==> config.mk <==
export PLATFORM = sky130hd
export DESIGN_NAME = sorted_priority_queue
export DESIGN_NICKNAME = d
export VERILOG_FILES = /design/src/rtl/spq_pkg.sv /design/src/rtl/spq_cell.sv /design/src/rtl/sorted_priority_queue.sv
export SDC_FILE = /design/constraint.sdc
export NUM_CORES = 2
export LEC_CHECK = 0
export ABC_AREA = 1
export BUFFER_PORTS_ARGS = -buffer_cell sky130_fd_sc_hd__buf_2
export CAP_MARGIN = 40
export CORE_MARGIN = 1.5
export CORE_UTILIZATION = 47
export DETAILED_ROUTE_END_ITERATION = 7
export GPL_TIMING_DRIVEN = 0
export PLACE_DENSITY = 0.73
export RECOVER_POWER = 25
export SLEW_MARGIN = 10
export SYNTH_ARGS = -nofsm -noshare
export SYNTH_HDL_FRONTEND = slang
export SYNTH_SLANG_ARGS = --single-unit
==> constraint.sdc <==
create_clock -name clock -period 7.9 [get_ports clock]
set_input_delay 1.975 -clock clock [delete_from_list [all_inputs] [get_ports clock]]
set_output_delay 1.975 -clock clock [all_outputs]
set_load 0.03 [all_outputs]
==> src/rtl/spq_pkg.sv <==
// Shared types and constants for the sorted priority queue.
// Used by spq_cell and sorted_priority_queue; depends on nothing.
`default_nettype none

package spq_pkg;

   // Number of entries, one cell per entry.
   localparam int CAPACITY = 16;
   // Width of the internal entry counter, able to hold CAPACITY itself.
   localparam int CNT_W = $clog2(CAPACITY + 1);
   // Field widths of a beat.
   localparam int VALUE_W = 32;
   localparam int PRIO_W = 16;
   localparam int RSP_CNT_W = 5;

   // Operation codes on req_func.
   localparam logic FUNC_PUSH = 1'b0;
   localparam logic FUNC_POP = 1'b1;

   // Result status codes.
   typedef enum logic [1:0] {
      STATUS_OK = 2'd0,
      STATUS_EMPTY = 2'd1,
      STATUS_FULL = 2'd2
   } status_type;

   // One stored entry.
   typedef struct packed {
      logic signed [VALUE_W-1:0] value;
      logic signed [PRIO_W-1:0] priority_val;
   } entry_type;

   // Command broadcast to every cell for one accepted beat.
   typedef struct packed {
      logic push_en;
      logic pop_en;
      entry_type new_entry;
   } cell_ctrl_type;

endpackage

`default_nettype wire

==> src/rtl/spq_cell.sv <==
// One cell of the queue: holds one entry and moves it to a neighbor on push or pop.
// Depends on spq_pkg for the entry and command types.
`default_nettype none

module spq_cell
   import spq_pkg::*;
(
   input wire logic clock,
   input wire cell_ctrl_type ctrl,
   input wire logic occupied,
   input wire logic prev_lower,
   input wire entry_type prev_entry,
   input wire entry_type next_entry,
   output entry_type entry,
   output logic lower
);

   entry_type entry_ff;
   entry_type entry_in;

   // The new entry goes ahead of this one when this slot is free or holds a
   // strictly lower priority; ties keep arrival order.
   assign lower = !occupied || (entry_ff.priority_val < ctrl.new_entry.priority_val);

   // Next value: on push shift toward the back, on pop shift toward the front.
   always_comb begin
      entry_in = entry_ff;
      if (ctrl.push_en) begin
         if (lower) begin
            entry_in = prev_lower ? prev_entry : ctrl.new_entry;
         end
      end else if (ctrl.pop_en) begin
         entry_in = next_entry;
      end
   end

   always_ff @(posedge clock) begin
      entry_ff <= entry_in;
   end

   assign entry = entry_ff;

endmodule

`default_nettype wire

==> src/rtl/sorted_priority_queue.sv <==
// Top level of the sorted priority queue: a row of spq_cell instances plus count logic.
// Depends on spq_pkg and spq_cell.
//
// Channel   Ports                                       Direction  Handshake
// request   start, req_func, req_value, req_priority_req  in       start high, busy low
// response  rsp_valid, rsp_status, rsp_out_value, ...       out      one-cycle strobe
//
// Every accepted beat gives one response beat on the following cycle.
// A new request beat is taken every cycle; each cell compares its own entry
// with the incoming priority and shifts at the next clock edge, so busy stays low.
// Reset clears the entry count and the response strobe; cell contents are
// left as they are and only occupied cells are ever read.
// The receiver cannot stall: each response is shown for exactly one cycle.
`default_nettype none

module sorted_priority_queue
   import spq_pkg::*;
(
   input wire logic clock,
   input wire logic reset,
   input wire logic start,
   output logic busy,
   input wire logic req_func,
   input wire logic signed [VALUE_W-1:0] req_value,
   input wire logic signed [PRIO_W-1:0] req_priority_req,
   output logic rsp_valid,
   output logic [1:0] rsp_status,
   output logic signed [VALUE_W-1:0] rsp_out_value,
   output logic signed [PRIO_W-1:0] rsp_out_priority,
   output logic [RSP_CNT_W-1:0] rsp_count,
   output logic rsp_is_empty,
   output logic rsp_is_full
);

   logic accept;
   logic is_empty_now;
   logic is_full_now;
   logic push_ok;
   logic pop_ok;
   cell_ctrl_type ctrl;

   logic [CNT_W-1:0] count_ff;
   logic [CNT_W-1:0] count_in;
   logic rsp_valid_ff;
   status_type rsp_status_ff;
   status_type rsp_status_in;
   entry_type rsp_entry_ff;
   entry_type rsp_entry_in;
   logic [RSP_CNT_W-1:0] rsp_count_ff;
   logic rsp_is_empty_ff;
   logic rsp_is_full_ff;

   entry_type cell_entry [CAPACITY];
   logic cell_lower [CAPACITY];

   // Every cell updates at each clock edge, so a beat can be taken each cycle.
   assign busy = 1'b0;
   assign accept = start && !busy;

   // Decode the operation against the current fill level.
   assign is_empty_now = (count_ff == '0);
   assign is_full_now = (count_ff == CNT_W'(CAPACITY));
   assign push_ok = accept && (req_func == FUNC_PUSH) && !is_full_now;
   assign pop_ok = accept && (req_func == FUNC_POP) && !is_empty_now;

   assign ctrl.push_en = push_ok;
   assign ctrl.pop_en = pop_ok;
   assign ctrl.new_entry.value = req_value;
   assign ctrl.new_entry.priority_val = req_priority_req;

   // Row of cells, front of the queue at index zero.
   for (genvar i = 0; i < CAPACITY; i++) begin : g_cell
      logic occ;
      logic lower_from_prev;
      entry_type from_prev;
      entry_type from_next;

      assign occ = (CNT_W'(i) < count_ff);

      if (i == 0) begin : g_front
         assign lower_from_prev = 1'b0;
         assign from_prev = ctrl.new_entry;
      end else begin : g_inner
         assign lower_from_prev = cell_lower[i-1];
         assign from_prev = cell_entry[i-1];
      end

      if (i == CAPACITY - 1) begin : g_back
         assign from_next = cell_entry[i];
      end else begin : g_body
         assign from_next = cell_entry[i+1];
      end

      spq_cell u_cell (
         .clock(clock),
         .ctrl(ctrl),
         .occupied(occ),
         .prev_lower(lower_from_prev),
         .prev_entry(from_prev),
         .next_entry(from_next),
         .entry(cell_entry[i]),
         .lower(cell_lower[i])
      );
   end

   // Count and response contents for the accepted beat.
   always_comb begin
      count_in = count_ff;
      rsp_status_in = STATUS_OK;
      rsp_entry_in = '0;
      if (push_ok) begin
         count_in = count_ff + CNT_W'(1);
      end else if (pop_ok) begin
         count_in = count_ff - CNT_W'(1);
         rsp_entry_in = cell_entry[0];
      end else if (accept && (req_func == FUNC_POP)) begin
         rsp_status_in = STATUS_EMPTY;
      end else if (accept) begin
         rsp_status_in = STATUS_FULL;
      end
   end

   // Control state.
   always_ff @(posedge clock) begin
      if (reset) begin
         count_ff <= '0;
         rsp_valid_ff <= 1'b0;
      end else begin
         count_ff <= count_in;
         rsp_valid_ff <= accept;
      end
   end

   // Response payload register.
   always_ff @(posedge clock) begin
      if (accept) begin
         rsp_status_ff <= rsp_status_in;
         rsp_entry_ff <= rsp_entry_in;
         rsp_count_ff <= RSP_CNT_W'(count_in);
         rsp_is_empty_ff <= (count_in == '0);
         rsp_is_full_ff <= (count_in == CNT_W'(CAPACITY));
      end
   end

   assign rsp_valid = rsp_valid_ff;
   assign rsp_status = rsp_status_ff;
   assign rsp_out_value = rsp_entry_ff.value;
   assign rsp_out_priority = rsp_entry_ff.priority_val;
   assign rsp_count = rsp_count_ff;
   assign rsp_is_empty = rsp_is_empty_ff;
   assign rsp_is_full = rsp_is_full_ff;

   // The fill level never passes the number of cells.
   a_count_bound : assert property (@(posedge clock) disable iff (reset)
      count_ff <= CNT_W'(CAPACITY))
      else $error("entry count above capacity");

   // A refused beat leaves the fill level alone.
   a_refused_keeps_count : assert property (@(posedge clock) disable iff (reset)
      accept && !push_ok && !pop_ok |=> $stable(count_ff))
      else $error("refused beat changed the count");

   // A pop on an empty queue reports the empty status on the next beat.
   a_empty_pop_status : assert property (@(posedge clock) disable iff (reset)
      accept && (req_func == FUNC_POP) && is_empty_now
      |=> rsp_valid && (rsp_status == STATUS_EMPTY))
      else $error("empty pop not reported");

   // With two or more entries, the front never has lower priority than its neighbor.
   a_front_order : assert property (@(posedge clock) disable iff (reset)
      (count_ff > CNT_W'(1)) |-> cell_entry[0].priority_val >= cell_entry[1].priority_val)
      else $error("queue order broken at the front");

endmodule

`default_nettype wire

Word level (Yosys, flattened, before mapping) --
Cells that the tools add are included.
Storage, ports and cells: flip-flop bits (word level) 831, input port bits 52, output and inout bits 59, word-level logic and storage cells 215
Cells by class: add/subtract/negate cells 2, $lt $le $gt $ge 32, equal/unequal tests 17, mux-type cells 63, bitwise operators 2, reduce and logical (&&, ||, !) cells 59
Operator list (number):
- 48-bit two-way mux | 60
- 16-bit less-than comparator | 16
- 4-bit by 5-bit less-than comparator with 1-bit output (first input constant) | 8
- 2-bit AND reduction | 16
- 2-bit by 1-bit != test with 1-bit output (second input constant) | 15
- 3-bit by 5-bit less-than comparator with 1-bit output (first input constant) | 4
- 1-bit zero test | 18
- 1-bit logical OR | 16
- 5-bit == test (second input constant) | 2
- 5-bit zero test | 2
- 1-bit by 5-bit less-than comparator with 1-bit output (first input constant) | 2
- 2-bit by 5-bit less-than comparator with 1-bit output (first input constant) | 2
- 5-bit two-way mux | 2
- 5-bit by 1-bit adder with 5-bit output (second input constant) | 1
- 5-bit by 1-bit subtractor with 5-bit output (second input constant) | 1
- 1-bit logical AND | 4
- 2-bit OR reduction | 2
- 2-bit two-way mux | 1
- 1-bit inverter | 2
- 2-bit nonzero test | 1

Depth between registers and ports, before layout --
depth in word-level cells 6, mapped depth 19, gate-level depth less buffers 16

By module --
A second synthesis with hierarchy kept.
Second synthesis, totals: cells, all modules 5621, area total of the unflattened synthesis 50737.4 µm²
By module, submodules not included:
- spq_cell (g_cell[0].u_cell ...) | times used 10, cells each 336, area each 3095.5 µm², seq. area each 1441.4 µm²
- spq_cell (g_cell[4].u_cell ...) | times used 6, cells each 333, area each 2837.7 µm², seq. area each 1441.4 µm²
- sorted_priority_queue | times used 1, cells each 263, area each 2756.4 µm², seq. area each 1831.8 µm²

Worst setup path after synthesis --
No wires, ideal clock.
path type input port to flip-flop, from input req_priority_req[15], to register g_cell[15].u_cell.entry_ff (netlist bit g_cell[15].u_cell.entry[0]) (enable), setup time 0.469 ns, arrival time 5.500 ns, data required time 7.431 ns, path slack 1.931 ns, stages 8, cells stage by stage inv_1 > ha_1 > a21oi_1 > o21ai_0 > a21oi_1 > nand2_1 > xnor2_1 > a21oi_1
On the way: longest elaborated chain between the ends 3
RTL lines:
- from (decl) | RTL line sorted_priority_queue.sv:25 | input wire logic signed [PRIO_W-1:0] req_priority_req,
- 16-bit less-than comparator | RTL line spq_cell.sv:23 | assign lower = !occupied || (entry_ff.priority_val < ctrl.new_entry.priority_val);
- 1-bit logical OR | RTL line spq_cell.sv:23
- 2-bit AND reduction (no source line)
- to (signal assigned) | RTL line spq_cell.sv:38 | entry_ff <= entry_in;
- to (decl) | RTL line spq_cell.sv:18 | entry_type entry_ff;
Every way passes these cells. A chain may end at the register's enable or synchronous reset.

==> reports/qor.txt <==
Site Rows = 118
Final net count = 6,919
Post-synth cell types = 34
Worst-Margin Slew = 1.731 ns
Worst-skew pair later-pin latency = 0.69 ns
Drt first-iter violations = 4,493
H-tree levels = 3
Worst Clk Skew = 0.02842 ns
Setup Fix Bufs, Post-CTS = 0
Max Cap Violations = 2
Slew Limit Fails = 30
Min Tclk post-route = 6.498 ns
Unrepaired setup endpoints after global routing = no
Fin worst setup slack = 1.402 ns
CTS Buf Count = 92
DIE AREA = 106,200 sq um
Drt pass-1 iters = 8
Area of the mapped netlist = 48,980 sq um
Worst EP arrival = 7.04 ns
Chip height = 325.8 microns
Total core area = 103,500 sq um
Total gr overflow = 0
Rel. slew slack = -0.1541
Post-synthesis instance total = 6,393
Gp weighted congestion = 0.9425
Failing checks = design-rule violations, max-capacitance violations, max-slew violations
First-pass GRT wire length = 228,400 microns
DR DRC count = 2
Pre-CTS WS = 1.906 ns
EDFF count, synth = 825
Clock sink count = 831
CTS root buf = clkbuf_16
Post-CTS Hold Fix Bufs = 0
VDD IR-drop max = 0.2229 mV
F_max = 0.1539 GHz
Share of cells above drive strength 1 = 0.06154
Number of global-route vias before repair = 39,920
Placed Cells = 7,909
Avg Inst Size Synth = 7.662 sq um
CTS tree = yes
Largest net degree at the start of global routing = 49
Req. time, crit path = 8.44 ns
I/O pins = 111
Final hold violations = 0
Clock transition at path regs = 0.06 ns
Worst setup SP type = input port
Vias per cell = 5.107
Non-filler cells, final = 8,080
Number of fillers in the final layout = 9,677
Initial Util = 0.4733
Top FF cell, synth = edfxtp_1
Reg2reg setup slack = 3.18 ns
Initial antenna violation count = 5
#FFs+latches synth = 831
Status = finished with violations
Synth-to-Final Area Change = 11.66%
Vias = 41,270
# setup viols final = 0
Register area share after synthesis = 0.5082
CP Capture Type = register
WL/cell = 18.60 microns
Clock tree buffer depth = 3
Chip Width = 325.8 microns
Mapped Nets = 6,689
Pwr per Cell Area = 293.0 nW/um^2
Final WL = 150,300 microns
Leak = 30.69 nW
Post-DP HPWL = 110,500 microns
Final Cycle Share = 0.8226
IO Port Bufs = 108
Min-delay worst type = register to register
Fin Setup TNS = 0 ns
Ys Warns = 0
Antenna-violating nets left = 0
Tot GR Track Use = 0.2796
Async set-reset flop share out of synthesis = 0
CP Class = input port to register
Post-CTS sizing = 0
CP max FO = 41
-- through the flow --
| stage | utilization | hold WS, ns | area, sq um | power (W) |
|---|---|---|---|---|
| floorplan | - | 0.4944 | 48980 | 0.009952 |
| global placement | 0.4952 | 0.4989 | 51250 | 0.01140 |
| detailed placement | 0.5014 | 0.5021 | 51890 | 0.01162 |
| CTS | 0.5300 | 0.5114 | 54850 | 0.01597 |
| global route | 0.5284 | 0.5606 | 54680 | 0.01688 |
| finish | 0.5284 | 0.5054 | 54690 | 0.01603 |
-- area by class of cell --
class / instances / area [sq um] / area share
antenna: 5 / 12.51 / 0.0002288
buffer: 294 / 1454 / 0.02658
clock buffer: 110 / 2391 / 0.04372
clock inverter: 56 / 566.8 / 0.01036
inverter: 810 / 3040 / 0.05559
multi-input combinational: 4458 / 19650 / 0.3594
sequential: 831 / 24890 / 0.4552
tap: 1380 / 1727 / 0.03157
timing repair buffer: 136 / 953.4 / 0.01743
-- Yosys cell counts, types with 30 or more instances --
cell type	count	area [sq um]
clkbuf_1	109	409.1
o21ai_0	113	565.5
edfxtp_1	825	24770
nand2_2	30	187.7
a21oi_1	108	540.5
nand2_1	3726	13990
inv_1	804	3018
nand3_1	39	195.2
ha_1	244	3053
nor2_1	106	397.9
buf_2	128	640.6
buf_4	33	247.7
-- metal layers --
layer	part of all wire	GRT usage	wire length, microns
met1	0.40	0.3624	59700
met2	0.46	0.4607	69630
met3	0.096	0.04902	14480
met4	0.043	0.1202	6457
met5	0.00017	0	26
-- registers in the layout, indices dropped and copies added, names as in the netlist --
name and flops:
count_ff 5, g_cell.u_cell.entry 768, rsp_count 5, rsp_is_empty 1, rsp_is_full 1, rsp_out_priority 16
rsp_out_value 32, rsp_status 2, rsp_valid 1
-- cell usage in the layout (no fill, tap or decap), types with 20 or more instances in the layout --
cell type and n:
buf_6 20, clkbuf_1 218, nand3_1 39, nor2_1 107
edfxtp_1 825, clkinv_1 22, nand2_2 29, clkbuf_16 93
o21ai_0 122, ha_1 244, nand4_1 21, nand2_1 3712
buf_4 30, a21oi_1 107, buf_2 155, inv_1 805
-- critical path, stage by stage --
cell and delay [ns]:
clkbuf_1 1.21, buf_16 0.31, nand2_1 0.10, nor2_1 0.98, buf_6 0.38, clkbuf_1 0.90
nand2_1 0.40, clkbuf_1 0.39, nand2_1 0.15, nand2_1 0.07, nand2_1 0.07
-- logic make-up (layout without fill, tap and decap cells) --
| kind of cell | count (synthesis) | in the layout | share of synthesized area |
|---|---|---|---|
| other cells | 1 | 6 | 0.00007656 |
| simple gates | 3945 | 3945 | 0.3079 |
| fa+ha+maj | 244 | 244 | 0.06233 |
| xor+xnor | 4 | 4 | 0.0007154 |
| buf+inv | 1104 | 1406 | 0.09255 |
| flops | 831 | 831 | 0.5082 |
| compound gates | 264 | 264 | 0.02820 |
-- power breakdown --
part	internal (W)	switching (W)	leakage, nW	total, W
sequential	0.00629	0.000511	7.92	0.00680
combinational	0.00145	0.00341	21.3	0.00486
clock	0.00246	0.00191	1.45	0.00437
total	0.0102	0.00583	30.7	0.0160
-- worst paths after layout --
path | cells after the start | to | from
min | 2 | g_cell[14].u_cell.entry[31] | g_cell[15].u_cell.entry[31]
max | 11 | g_cell[12].u_cell.entry[41] | start
min reg2reg | 2 | g_cell[14].u_cell.entry[31] | g_cell[15].u_cell.entry[31]
max reg2reg | 12 | g_cell[12].u_cell.entry[41] | count_ff[0]
Power figures use the tool's default switching activity.
